`src/design/fdraw_pkg.sv`:
```
package fdraw_pkg;

   localparam int MAX_WIDTH  = 64;
   localparam int MAX_HEIGHT = 64;
   localparam int MEM_DEPTH  = MAX_WIDTH * MAX_HEIGHT;
   localparam int ADDR_W     = $clog2(MEM_DEPTH);
   localparam int DIM_W      = $clog2(((MAX_WIDTH > MAX_HEIGHT) ? MAX_WIDTH : MAX_HEIGHT) + 1);
   localparam int SIZE_W     = 7;
   localparam int LEN_W      = 15;
   localparam int CSR_ADDR_W = 4;
   localparam int CSR_DATA_W = 32;

   // command codes
   localparam logic [2:0] CMD_PIXEL = 3'd0;
   localparam logic [2:0] CMD_HLINE = 3'd1;
   localparam logic [2:0] CMD_VLINE = 3'd2;
   localparam logic [2:0] CMD_RECT  = 3'd3;
   localparam logic [2:0] CMD_FILL  = 3'd4;
   localparam logic [2:0] CMD_READ  = 3'd5;

   // register indexes
   localparam logic [1:0] REG_ENABLE = 2'd0;
   localparam logic [1:0] REG_WIDTH  = 2'd1;
   localparam logic [1:0] REG_HEIGHT = 2'd2;
   localparam logic [1:0] REG_MODE   = 2'd3;

   typedef struct packed {
      logic [2:0]         req_type;
      logic signed [15:0] pos_x;
      logic signed [15:0] pos_y;
      logic signed [15:0] extent_a;
      logic signed [15:0] extent_b;
      logic [31:0]        draw_color;
   } req_payload_type;

   typedef struct packed {
      logic [31:0] read_data;
      logic        rejected;
   } rsp_payload_type;

   typedef struct packed {
      logic             enabled;
      logic             color_mode;
      logic [DIM_W-1:0] eff_w;
      logic [DIM_W-1:0] eff_h;
   } cfg_type;

endpackage

```
`src/design/fdraw_csr.sv`:
```
module fdraw_csr (
   input  logic                                clock,
   input  logic                                reset,
   input  logic                                psel,
   input  logic                                penable,
   input  logic                                pwrite,
   input  logic [fdraw_pkg::CSR_ADDR_W-1:0]    paddr,
   input  logic [fdraw_pkg::CSR_DATA_W-1:0]    pwdata,
   output logic [fdraw_pkg::CSR_DATA_W-1:0]    prdata,
   output fdraw_pkg::cfg_type                  cfg
);

   logic                           enabled_ff, enabled_in;
   logic [fdraw_pkg::SIZE_W-1:0]   width_ff, width_in;
   logic [fdraw_pkg::SIZE_W-1:0]   height_ff, height_in;
   logic                           mode_ff, mode_in;
   logic                           wr_hit;
   logic [1:0]                     reg_idx;

   assign reg_idx = paddr[3:2];
   assign wr_hit  = psel & penable & pwrite;

   always_comb begin
      enabled_in = enabled_ff;
      width_in   = width_ff;
      height_in  = height_ff;
      mode_in    = mode_ff;
      if (wr_hit) begin
         case (reg_idx)
            fdraw_pkg::REG_ENABLE: enabled_in = pwdata[0];
            fdraw_pkg::REG_WIDTH:  width_in   = pwdata[fdraw_pkg::SIZE_W-1:0];
            fdraw_pkg::REG_HEIGHT: height_in  = pwdata[fdraw_pkg::SIZE_W-1:0];
            fdraw_pkg::REG_MODE:   mode_in    = pwdata[0];
            default: ;
         endcase
      end
   end

   always_ff @(posedge clock) begin
      if (reset) begin
         enabled_ff <= 1'b0;
         width_ff   <= fdraw_pkg::SIZE_W'(1);
         height_ff  <= fdraw_pkg::SIZE_W'(1);
         mode_ff    <= 1'b0;
      end else begin
         enabled_ff <= enabled_in;
         width_ff   <= width_in;
         height_ff  <= height_in;
         mode_ff    <= mode_in;
      end
   end

   always_comb begin
      case (reg_idx)
         fdraw_pkg::REG_ENABLE: prdata = fdraw_pkg::CSR_DATA_W'(enabled_ff);
         fdraw_pkg::REG_WIDTH:  prdata = fdraw_pkg::CSR_DATA_W'(width_ff);
         fdraw_pkg::REG_HEIGHT: prdata = fdraw_pkg::CSR_DATA_W'(height_ff);
         fdraw_pkg::REG_MODE:   prdata = fdraw_pkg::CSR_DATA_W'(mode_ff);
         default:               prdata = '0;
      endcase
   end

   // zero acts as one, oversize clamps to the maximum
   always_comb begin
      cfg.enabled    = enabled_ff;
      cfg.color_mode = mode_ff;
      if (width_ff == '0) begin
         cfg.eff_w = fdraw_pkg::DIM_W'(1);
      end else if (int'(width_ff) > fdraw_pkg::MAX_WIDTH) begin
         cfg.eff_w = fdraw_pkg::DIM_W'(fdraw_pkg::MAX_WIDTH);
      end else begin
         cfg.eff_w = fdraw_pkg::DIM_W'(width_ff);
      end
      if (height_ff == '0) begin
         cfg.eff_h = fdraw_pkg::DIM_W'(1);
      end else if (int'(height_ff) > fdraw_pkg::MAX_HEIGHT) begin
         cfg.eff_h = fdraw_pkg::DIM_W'(fdraw_pkg::MAX_HEIGHT);
      end else begin
         cfg.eff_h = fdraw_pkg::DIM_W'(height_ff);
      end
   end

endmodule

```
`config.mk`:
```
export PLATFORM = sky130hd
export DESIGN_NAME = fdraw_csr
export DESIGN_NICKNAME = d
export VERILOG_FILES = /design/src/design/fdraw_pkg.sv /design/src/design/fdraw_csr.sv
export SDC_FILE = /design/constraint.sdc
export NUM_CORES = 1
export LEC_CHECK = 0
export BUFFER_PORTS_ARGS = -buffer_cell sky130_fd_sc_hd__buf_4
export CELL_PAD_IN_SITES_DETAIL_PLACEMENT = 0
export CELL_PAD_IN_SITES_GLOBAL_PLACEMENT = 1
export CORE_MARGIN = 2
export CORE_UTILIZATION = 26
export CTS_CLUSTER_DIAMETER = 40
export DETAILED_ROUTE_END_ITERATION = 10
export PLACE_DENSITY = 0.83
export SLEW_MARGIN = 20
export SYNTH_ARGS = -nofsm -noshare
export SYNTH_HDL_FRONTEND = slang
export SYNTH_SLANG_ARGS = --single-unit
```
`constraint.sdc`:
```
create_clock -name clock -period 1.28 [get_ports clock]
set_clock_uncertainty 0.1 [all_clocks]
set_input_delay 0.128 -clock clock [delete_from_list [all_inputs] [get_ports clock]]
set_output_delay 0.128 -clock clock [all_outputs]
set_load 0.05 [all_outputs]
```
==> results.cfg, run 1 <==
[setup_path]
cp.required_ns = 1.05
critPathArrivalTime_ns = 1.21
worstPathCellList = mux4_2, buf_6
cp_slowest_cell = mux4_2
critPathCaptureType = output pin
cp_max_fo = 3
critPathMaxStageDelay_ns = 0.47
start_kind = flip-flop
path_class = flip-flop to output pin

[pwr]
p_int_uw = 862
powerDensity_nw_per_um2 = 854
swShare_pct = 33.7
power_frac_seq_pct = 39.2
ir_worst_vdd_mv = 0.345
leakagePower_uw = 0.000708
power_uw = 1300
p_sw_uw = 437
p_clk_share_pct = 34.2
combPwrFrac_pct = 26.6

[die]
fp.dieW_microns = 69.0
dieArea_sq_um = 4770
core_sq_um = 4030
ios = 89
die_y_microns = 69.0
rows = 23
start_util_pct = 27.3

[routing]
drt_iter0_drc = 21
avgRoutedWirePerCell_microns = 11.3
first_pass_iters = 4
viasPerCell = 4.09
antenna_left = 0
wl_met3_microns = 134
num_vias = 884
finalWirelength_mm = 2.43
met2_length_mm = 1.14
dr.max_layer_used = met4
wirelength_met1_mm = 1.12
drc = 0

[sta]
slew_viol_final = 0
setup_viol = 5
post-route-period-util_pct = 112
rsz0062_at_grt = true
timing.final.ws_setup_ns = -0.158
min_period_ns = 1.44
hold_violations = 0
timing.fmax_ghz = 0.695

[layout]
final_nets = 208
syn2layout_area_growth_pct = 38.3
drive_above_1_share_pct = 42.8
design_area_sq_um = 1520
diodes = 0
stdcell_count = 216

[logic_synthesis]
ys_seq_area_share_pct = 29.1
yosys_most_used_dff = dfxtp_1
synth_cells = 128
async_reset_ff_share_pct = 0
yosysTopAreaCellShare_pct = 29.1
synth.cells.most_frequent = buf_4, nand2b_1, dfxtp_1, mux2i_1, nor2b_1
yosys_warnings = 0
synth-seq-cells = 16
yosysUniqueCellTypes = 23
synth_edf_count = 0
yosysMostFrequentCell = buf_4
syn-mean-instance-area_sq_um = 8.59
netlist_area_sq_um = 1100
synth_top_cell_by_area = dfxtp_1
synth_area_leaders = dfxtp_1, buf_4, mux2i_1

[placement]
hpwl_mm = 1.87
placed_cells = 212
placed_area_sq_um = 1350
post-place-ws_ns = 0.0441
gp_congestion = 0.720
io_buffers = 36

[cts]
h-tree-depth = 1
cts_root_buffer = clkbuf_8
cts_tree = yes
clock_sinks = 16
clkTransAtPathRegs_ns = 0.06
clkLatencyLatePin_ns = 0.25
clock_path_buffers = 2
cts_buffers = 3
post_cts_buffers = 0

[run]
drv_cap = 0

[global_route]
antenna_found_initial = 0
grt_max_degree = 24
overflow = 0
grt_pass1_vias = 823
grt_pass1_wl_mm = 3.77
groute.usage.overall_pct = 9.68

[min_path]
min_path_type = primary input to flip-flop

[status]
status = complete, but fails checks
violations = negative setup slack
## worst max-delay path, delay by kind of cell, from the launching register on
family	cells	cell delay, ns
buffers and inverters	1	0.17
DFF	1	0.32
muxes	1	0.47
## metrics by stage
stage,util (%),hold WS (ns),setup TNS [ns]
after floorplan,-,0.176,-0.258
after global placement,33.5,0.314,0
after detailed placement,33.5,0.321,0
after CTS,36.6,0.0563,-0.349
after global routing,37.8,0.0683,-0.503
final,37.8,0.0546,-0.290
## final cells by class
type	count	area [sq um]
fill	425	2510
multi-input combinational	101	664
timing repair buffer	45	409
sequential	16	330
tap	50	62.6
clock buffer	4	55.1
## timing repair
item                       CTS  global route
gates resized for setup     24            15
hold buffers                 0             0
gates cloned                 0             0
pin swaps                    3             0
setup endpoints to repair   13            15
## logic make-up after synthesis
logic type	share of synthesized area (%)
AOI/OAI and AO/OA	7.74
DFF	29.1
buffers and inverters	22.3
muxes	15.1
other	0.341
and+or+nand+nor	25.4
## power by group through the flow
stage | Sequential, uW | Combinational, uW | Clock [uW]
2_1_floorplan | 521 | 323 | 0
3_3_place_gp | 521 | 332 | 0
5_1_grt | 510 | 360 | 473
4_1_cts | 509 | 342 | 456
6_report | 510 | 345 | 444
3_5_place_dp | 521 | 333 | 0
## final timing paths
| check | from | to | slack, ns | cells past startpoint |
|---|---|---|---|---|
| setup / recovery | enabled_ff | prdata[0] | -0.16 | 2 |
| hold / removal | pwdata[0] | enabled_ff | 0.05 | 3 |
| setup reg to reg | width_ff[6] | width_ff[6] | 0.42 | 3 |
| hold reg to reg | width_ff[2] | width_ff[2] | 0.39 | 2 |
## cell usage in the layout (no fill, tap or decap), types with 2 or more instances in the layout
cell type,synthesis,routed
dfxtp_1,16,10
nand2_1,2,2
buf_6,1,19
nor2_2,0,2
conb_1,1,25
buf_4,28,26
mux2i_1,14,14
nor2b_1,12,4
nor2_1,8,6
nor3_2,0,2
nand3_1,2,2
a22o_1,6,6
a21oi_1,4,3
clkbuf_8,0,4
dfxtp_2,0,5
nand2b_1,18,18
nor2b_2,0,7
## sequential cells by signal (all words and copies together), names as in the netlist
| register | cells |
|---|---|
| width_ff | 7 |
| height_ff | 7 |
| enabled_ff | 1 |
| mode_ff | 1 |
## routing by layer
layer / global-route usage (%) / up-vias
met5: 0 / -
met4: 4.58 / 0
met3: 2.63 / 4
met2: 15.1 / 36
met1: 12.4 / 395
li1: - / 449
(Power assumes the default switching activity.)
==> inputs of run 2 (changes only) <==
GPL_TIMING_DRIVEN = 0   (was not set)
==> results.cfg, run 2 (same netlist as run 1, synthesis figures left out) <==
[status]
status = complete, but fails checks
violations = negative setup slack

[routing]
num_vias = 970
first_pass_iters = 4
avgRoutedWirePerCell_microns = 10.6
drc = 0
drt_iter0_drc = 19
dr.max_layer_used = met4
wl_met3_microns = 187
wirelength_met1_mm = 1.16
met2_length_mm = 1.24
antenna_left = 0
finalWirelength_mm = 2.63
viasPerCell = 3.90

[die]
fp.dieW_microns = 69.0
dieArea_sq_um = 4770
die_y_microns = 69.0
core_sq_um = 4030
rows = 23
ios = 89
start_util_pct = 27.3

[cts]
cts_buffers = 3
cts_root_buffer = clkbuf_8
cts_tree = yes
clock_path_buffers = 2
h-tree-depth = 1
clock_sinks = 16
clkTransAtPathRegs_ns = 0.07
hold_buffers = 0
clkLatencyLatePin_ns = 0.25

[placement]
placed_cells = 238
post-place-ws_ns = 0.0220
placed_area_sq_um = 1530
gp_congestion = 0.764
hpwl_mm = 1.99
io_buffers = 36

[layout]
design_area_sq_um = 1750
syn2layout_area_growth_pct = 59.4
final_cell_mix = buf_4, conb_1, nand2b_1, mux2i_1, buf_6
reg.largest.list = height_ff x7, width_ff x7
register_area_sq_um = 345
diodes = 0
stdcell_count = 249
drive_above_1_share_pct = 52.8
multi_input_area_sq_um = 673
final_common_cell = buf_4
final_nets = 241
fillerInstances = 413

[global_route]
antenna_found_initial = 0
overflow = 0
grt_pass1_wl_mm = 4.22
grt_pass1_vias = 884
groute.usage.overall_pct = 10.8
grt_max_degree = 11

[setup_path]
cp_max_fo = 2
critPathCaptureType = output pin
start_kind = flip-flop
cp.required_ns = 1.05
path_class = flip-flop to output pin
critPathArrivalTime_ns = 1.23

[pwr]
powerDensity_nw_per_um2 = 782
ir_worst_vdd_mv = 0.284
power_uw = 1370
leakagePower_uw = 0.000877

[sta]
slew_viol_final = 0
hold_violations = 0
min_period_ns = 1.46
finalSetupTns_ns = -0.299
timing.final.ws_setup_ns = -0.178
rsz0062_at_grt = true
post-route-period-util_pct = 114
setup_viol = 4
timing.fmax_ghz = 0.686

[run]
drv_cap = 0

[min_path]
min_path_type = primary input to flip-flop
[run 2: changes by cell type in the layout (fill, tap and decap cells not counted), sizes merged]
cell / before / now
buf: 45 / 73
clkbuf: 4 / 9
[run 2: cell type report]
class	count	share of cell area, %
buffer	35	14.0
clock buffer	4	3.14
multi-input combinational	101	38.4
sequential	16	19.7
tap	50	3.57
timing repair buffer	43	21.2
[run 2: critical path: stages (launching register included)]
cell     delay, ns
dfxtp_2       0.32
mux4_2        0.49
buf_8         0.17
[run 2: power by group]
| group | total (uW) | leakage (uW) | internal [uW] | switching (uW) |
|---|---|---|---|---|
| clock | 449 | 0.0000288 | 273 | 177 |
| sequential | 508 | 0.000135 | 500 | 8.34 |
| combinational | 414 | 0.000713 | 143 | 271 |
| total | 1370 | 0.000877 | 915 | 456 |
[run 2: worst paths after layout]
| check | from | to | slack [ns] | cells past startpoint |
|---|---|---|---|---|
| worst max-delay path | mode_ff | prdata[0] | -0.18 | 2 |
| worst min-delay path | pwdata[0] | mode_ff | 0.05 | 3 |
| worst max register to register | height_ff[0] | height_ff[0] | 0.44 | 3 |
| worst min register to register | width_ff[2] | width_ff[2] | 0.39 | 2 |
[run 2: per-layer routing]
layer / track usage, % / vias up
met2: 17.0 / 38
met1: 14.2 / 414
met3: 2.63 / 4
met5: 0 / -
met4: 3.92 / 0
li1: - / 514
[run 2: timing repair]
item | 4_1_cts | 5_1_grt
pin swaps | 7 | 1
buffers inserted | 7 | 0
gates resized for setup | 25 | 17
endpoints found under the setup margin | 11 | 12
[run 2: metrics by stage]
step	hold WS [ns]	utilization, %
after floorplan	0.176	-
after global placement	0.319	37.9
after detailed placement	0.321	37.9
after CTS	0.0514	42.0
after global routing	0.0638	43.5
final	0.0471	43.5
==> inputs of run 3 (changes only) <==
SETUP_SLACK_MARGIN = 0.3   (was not set)
==> results.cfg, run 3 (same netlist as run 1, synthesis figures left out) <==
[die]
rows = 23
fp.dieW_microns = 69.0
dieArea_sq_um = 4770
die_y_microns = 69.0
core_sq_um = 4030
start_util_pct = 27.3
ios = 89

[setup_path]
cp_max_fo = 3
cp.required_ns = 1.05
critPathCaptureType = output pin
rrSetupSlack_ns = 0.34
crit_path_end = prdata[0]
crit_start = enabled_ff
path_class = flip-flop to output pin
rr_worst_depth = 4
regToRegStartpoint = mode_ff
start_kind = flip-flop
timing.rr.end = mode_ff
critPathArrivalTime_ns = 1.21

[cts]
cts_buffers = 3
clock_sinks = 16
clkTransAtPathRegs_ns = 0.06
cts_tree = yes
cts_root_buffer = clkbuf_8
clkLatencyLatePin_ns = 0.24
clock_path_buffers = 2
hold_buffers = 0
h-tree-depth = 1

[layout]
final_common_cell = buf_4
multi_input_area_sq_um = 818
final_cell_mix = buf_4, conb_1, buf_8, nand2b_1, buf_6
drive_above_1_share_pct = 64.6
fillerInstances = 354
diodes = 0
stdcell_count = 256
final_nets = 249
register_area_sq_um = 363
reg.largest.list = height_ff x7, width_ff x7
design_area_sq_um = 2170
syn2layout_area_growth_pct = 97.4

[sta]
timing.final.ws_setup_ns = -0.159
post-route-period-util_pct = 112
setup_viol = 4
timing.fmax_ghz = 0.695
slew_viol_final = 0
min_period_ns = 1.44
hold_violations = 0
rsz0062_at_grt = true

[placement]
gp_congestion = 0.721
placed_area_sq_um = 1640
io_buffers = 36
post-place-ws_ns = 0.00920
placed_cells = 238
hpwl_mm = 2.04

[pwr]
leakagePower_uw = 0.00103
powerDensity_nw_per_um2 = 613
ir_worst_vdd_mv = 0.299

[routing]
first_pass_iters = 4
finalWirelength_mm = 3.02
num_vias = 1023
drt_iter0_drc = 20
drc = 0
avgRoutedWirePerCell_microns = 11.8
viasPerCell = 4.00
antenna_left = 0

[status]
status = complete, but fails checks
violations = negative setup slack

[run]
drv_cap = 0

[global_route]
grt_pass1_vias = 991
groute.usage.overall_pct = 12.3
grt_pass1_wl_mm = 4.80
overflow = 0
antenna_found_initial = 0
grt_max_degree = 11

[min_path]
min_path_type = primary input to flip-flop
[run 3: timing repair]
item                                    in CTS  in global routing
pin swaps                                    2                  4
setup buffers                               10                  5
resized for setup                           81                 26
endpoints found under the setup margin      23                 33
[run 3: worst min path at each step]
stage                   start      endpoint  slack [ns]  cells after the start
CTS                 pwdata[0]       mode_ff        0.06                      3
finish              pwdata[0]       mode_ff        0.07                      3
global placement    pwdata[0]       mode_ff        0.31                      3
detailed placement  pwdata[5]  height_ff[5]        0.32                      3
floorplan           pwdata[0]    enabled_ff        0.18                      2
global route        pwdata[0]       mode_ff        0.07                      3
[run 3: worst max-delay path, cell delays in order, from the launching register on]
cell	delay [ns]
dfxtp_2	0.33
mux4_2	0.47
buf_8	0.17
[run 3: layer usage]
metal / wire, microns / part of all wire (%) / global-route usage, %
met1: 1260 / 42 / 16.1
met2: 1490 / 49 / 20.0
met3: 249 / 8.2 / 2.63
met4: 27 / 0.89 / 3.92
met5: 0 / 0 / 0
[run 3: layout make-up]
class,instances,share of cell area (%)
Multi-Input combinational cell,101,37.7
Timing Repair Buffer,51,27.2
Sequential cell,16,16.7
Buffer,35,13.6
Tap cell,50,2.88
Clock buffer,3,1.90
[run 3: power breakdown]
group          switching, uW  total [uW]  leakage [uW]  internal [uW]
Sequential              9.79         499      0.000138            489
Combinational            287         465      0.000874            178
Clock                    160         368     0.0000216            208
Total                    456        1330       0.00103            875
[run 3: through the flow]
step | hold WS, ns | power [uW] | utilization (%) | setup TNS [ns]
after floorplan | 0.176 | 857 | - | 0
after global placement | 0.314 | 929 | 40.6 | 0
after detailed placement | 0.324 | 930 | 40.6 | 0
after CTS | 0.0603 | 1320 | 50.6 | -0.295
after global routing | 0.0735 | 1390 | 53.9 | -0.536
final | 0.0657 | 1330 | 53.9 | -0.332
